==> src/sv/ddo_mul.sv <==
// ----------------------------------------------------------------------------
// ddo_mul
// Shared signed 33x33 multiplier with registered product.
// ----------------------------------------------------------------------------
`default_nettype none

module ddo_mul (
  input  wire logic               clk_i,
  input  wire logic signed [32:0] a_i,
  input  wire logic signed [32:0] b_i,
  output logic signed [65:0]      p_o
);

  logic signed [65:0] p_q;

  always_ff @(posedge clk_i) begin
    p_q <= a_i * b_i;
  end

  assign p_o = p_q;

endmodule

`default_nettype wire

==> config.mk <==
export PLATFORM = sky130hd
export DESIGN_NAME = ddo_mul
export DESIGN_NICKNAME = d
export VERILOG_FILES = /design/src/sv/ddo_mul.sv
export SDC_FILE = /design/constraint.sdc
export NUM_CORES = 2
export LEC_CHECK = 0
export BUFFER_PORTS_ARGS = -buffer_cell sky130_fd_sc_hd__buf_2
export CORE_MARGIN = 2
export CORE_UTILIZATION = 30
export DETAILED_ROUTE_END_ITERATION = 16
export HOLD_SLACK_MARGIN = 0.02
export MAX_ROUTING_LAYER = met4
export PLACE_DENSITY = 0.47
export RECOVER_POWER = 100
export SETUP_SLACK_MARGIN = 0.5
export SLEW_MARGIN = 25
export SYNTH_ARGS = -nofsm -noshare
export SYNTH_HDL_FRONTEND = slang
export SYNTH_SLANG_ARGS = --single-unit
export TNS_END_PERCENT = 30
==> constraint.sdc <==
create_clock -name clk_i -period 9.89 [get_ports clk_i]
set_clock_uncertainty 0.15 [all_clocks]
set_input_delay 0.989 -clock clk_i [delete_from_list [all_inputs] [get_ports clk_i]]
set_output_delay 0.989 -clock clk_i [all_outputs]
set_load 0.02 [all_outputs]
Yosys cells after proc, flatten, opt, wreduce, memory -nomap -nowiden
Index checks and enable logic that the tools add are counted.

Register bits: 66. Logic and storage cells: 2.

Multipliers: 1.

Operators by type and width (count): multiplier 33 x 33 -> 66 bit (1).

Logic depth before layout (Yosys ltp)
Depth in word-level cells: 1. Mapped depth: 27. Depth with buffers taken out: 26.

Worst setup path before layout
OpenSTA, ideal clock, no wires.

Kind: input port to flip-flop. Start point: input port a_i[32]. End point: register p_q[62] (netlist: p_o[62]). Library setup time: 79 ps. Data arrival time: 8146 ps. Required time: 9661 ps. Slack: 1515 ps. Stages: 23. Buffers on the path: 2. Path through: clkbuf_1 -> nand2_1 -> inv_1 -> fa_1 -> fa_1 -> fa_1 -> fa_1 -> fa_1 -> fa_1 -> fa_1 -> inv_1 -> fa_1 -> inv_1 -> ha_1 -> clkbuf_1 -> and3_1 -> nand3_1 -> nand2b_1 -> a2111oi_4 -> a211oi_4 -> a21o_2 -> a21o_1 -> a211oi_2.

Word-level cells in the longest chain between the ends: 1.

Ends and longest elaborated chain: start, declared (line 9) `input wire logic signed [32:0] a_i,`; multiplier 33 x 33 -> 66 bit (line 17) `p_q <= a_i * b_i;`; end signal, assigned (line 17); end, declared (line 14) `logic signed [65:0] p_q;`.

Every way passes these cells.

Final worst setup path
Start point: input port a_i[0]. End point: register p_q[58] (netlist: p_o[58]).

The elaborated chain is that of the path after synthesis.

==> results by group <==
Outcome
  • Status: complete, but fails checks
  • Violated checks: max-capacitance violations, max-slew violations

STA
  • Fin. max-slew vios: 20
  • Setup TNS Final: 0 ns
  • Max Clock Freq: 108 MHz
  • Max_slew headroom: -2.05%
  • Final Hold Fails: 0
  • Worst slew pin tran: ~1.5 ns
  • Period utilisation layout: 93.9%
  • Finish-stage setup viols: 0
  • RSZ-0062 raised after global routing: no
  • Period minus WS final: about 9.3 ns

Global route
  • Initial antenna violation count: 17
  • Vias in the first global route: 31.1k
  • Largest net degree at the start of global routing: 34
  • Met2 GRT Util: 30.6%
  • Met3 usage: 2.59%
  • Met1 usage: 24.1%
  • Layer with the highest usage: met2
  • Global-route wire length before repair: 189 mm
  • Grt ovf: 0
  • Total track usage: 18.5%

Critical path
  • CP max stage cell: clkbuf_1
  • CP required: 10.05 ns
  • CP arrival: between 9 and 10 ns
  • Most frequent CP cell: fa_1
  • CP Cell Sequence: clkbuf_1 > nand2b_1 > fa_1 > fa_1 > inv_1 > fa_1 > fa_1 > fa_1 > fa_1 > fa_1 > inv_1 > fa_1 > inv_1 > ha_1 > a21oi_1 > o21ai_0 > a22oi_1 > buf_4 > nor2_1 > a211oi_4 > buf_4 > a21oi_2 > nor4b_1 > a311oi_1
  • Critical path type: in -> reg
  • Crit-path max cell delay: 1.05 ns
  • Worst setup SP type: input port
  • Worst setup EP type: flop
  • CP Max Fanout: 19

Detailed routing
  • Vias per cell: 4.58
  • WL/cell: 19.2 µm
  • DRT iter0 DRCs: 1311
  • Drc violations: 0
  • WL final: 117 mm
  • Vias after detailed routing: 28.0k
  • Final ANT Viol Nets: 0
  • Initial DRT Pass Iterations: 4

Floorplanning
  • DIE AREA: around 140000 µm²
  • Initial core utilization: between 30 and 40%
  • Num rows: approximately 140
  • Core Area: between 100000 and 150000 µm²
  • Die width: ~370 µm
  • Die Y-Extent: 372 µm
  • Ports: 133

Logic synthesis
  • Largest family of logic cells by synthesized area: adder cells
  • Number of synthesized flops with an enable pin: 0
  • Post-synth ARST share: 0%
  • Post-Synth Simple-Gate Area: around 16%
  • Syn avg cell area: 9.39 µm²
  • Post-Synthesis Cell Area: 40700 µm²
  • Ys Warns: 0
  • Sequential area share after synthesis: 3.24%
  • Adder-cell share of the synthesized area: 62.9%
  • Syn nets: 5767
  • XOR/XNOR share of the synthesized area: under 10%
  • Post-synthesis compound-gate area fraction: under 10%
  • Post-Synthesis Cells: approximately 4.3k
  • Top FF cell, synth: dfxtp_1
  • Mux cell area share after synthesis: 0%
  • #FFs+latches synth: 66
  • Netlist cell types: 80

Placed design
  • Placer Congestion: between 0.8 and 0.9
  • IO Port Bufs: 132
  • Hpwl dp: 98.5 mm

Worst hold path
  • Worst hold path depth: 3
  • Hold Path End: p_o[0]
  • Hold Startpoint: b_i[0]
  • Hold Path Class: in -> reg

Final layout
  • Max FFs per register: 66
  • Area of the multi-input gates: 34200 µm²
  • Most common cell after layout, fill and taps aside: fa_1
  • Final nets: 5747
  • Storage cell area: 1320 µm²
  • Filler cells: 14.4k
  • Most frequent cells in the layout: 1144 x fa_1, 1131 x inv_1, 559 x and2_1
  • Layout cells sized above 1: 3.77%
  • Layout area overhead: 6.47%

Clocking
  • Htree depth: 3
  • Post-CTS Setup Repair Bufs: 0
  • Sink Count: 66
  • Hold_buf cts: 0
  • Root buffer cell: clkbuf_16
  • Clock slew at reported path FFs: 0.09 ns
  • Max clock buf depth: 2
  • Num CTS Buffers: 9
  • # resized after CTS: 0
  • CTS tree: yes

Flow run
  • Max Cap Viol: 1
synth_stat cells, drive strengths merged, types with 6 or more instances:
library cell / count / area (µm²)
fa: 1145 / 22900
inv: 1131 / 4250
and2: 563 / 3520
nand2: 551 / 2070
ha: 217 / 2720
clkbuf: 208 / 781
nor2: 68 / 255
dfxtp: 66 / 1320
a21oi: 61 / 328
xnor2: 43 / 377
a21o: 38 / 288
o21ai: 33 / 173
nand3: 26 / 135
xor2: 25 / 219
buf: 13 / 70.1
nand2b: 12 / 75.1
nand4: 12 / 81.3
a211oi: 11 / 110
o21bai: 11 / 82.6
a31oi: 9 / 62.6
nor3: 7 / 35.0
o31ai: 7 / 104
a211o: 6 / 52.6
and3: 6 / 42.5
o21a: 6 / 45.0
cell families after synthesis:
family	Yosys count
adder cells (fa/ha/maj)	1362
buffers and inverters	1352
AND/OR/NAND/NOR	1271
AO/OA/AOI/OAI	219
XOR/XNOR	68
flip-flops	66
critical path, delay by kind of cell:
kind | cells | cell delay (ns)
buf+inv | 6 | 1.59
fa+ha+maj | 9 | 4.22
compound gates | 6 | 1.95
simple gates | 3 | 0.61
layout make-up:
| class | count | area share [%] |
|---|---|---|
| antenna | 9 | 0.0519 |
| clock buffer | 9 | 0.519 |
| clock inverter | 7 | 0.107 |
| inverter | 1131 | 9.79 |
| multi-input combinational | 2920 | 79.0 |
| sequential | 66 | 3.05 |
| tap | 1781 | 5.14 |
| timing repair buffer | 190 | 2.39 |
per-layer routing:
metal  share of wire [%]  wire (µm)  vias up
met1                  44      51000    15097
met5                   0          0        -
met2                  50      58500      525
li1                    -          -    12296
met4                 2.1       2500        0
met3                 4.4       5190       97
worst max path at each step:
stage,endpoint,slack (ns),from,depth (start not counted)
after CTS,p_o[58],0.88,b_i[10],25
final,p_o[58],0.60,a_i[0],24
after floorplan,p_o[62],1.51,a_i[32],23
after global routing,p_o[58],0.29,a_i[0],24
after global placement,p_o[58],0.40,b_i[6],27
after detailed placement,p_o[58],0.45,b_i[10],25
through the flow:
step / setup WS, ns / instances / cell area [µm²] / util, % / hold WS, ns
2_1_floorplan: 1.51 / 4338 / 40700 / - / 0.966
6_report: 0.601 / 6113 / 43400 / 32.1 / 1.20
3_5_place_dp: 0.453 / 6088 / 43200 / 32.0 / 1.25
5_1_grt: 0.292 / 6113 / 43400 / 32.1 / 1.18
3_3_place_gp: 0.404 / 6088 / 43200 / 32.0 / 1.26
4_1_cts: 0.878 / 6104 / 43500 / 32.2 / 1.14
Power is left out: the tool's default activity adds up to more than one toggle a clock period on the data nets, which glitch-free logic cannot reach.
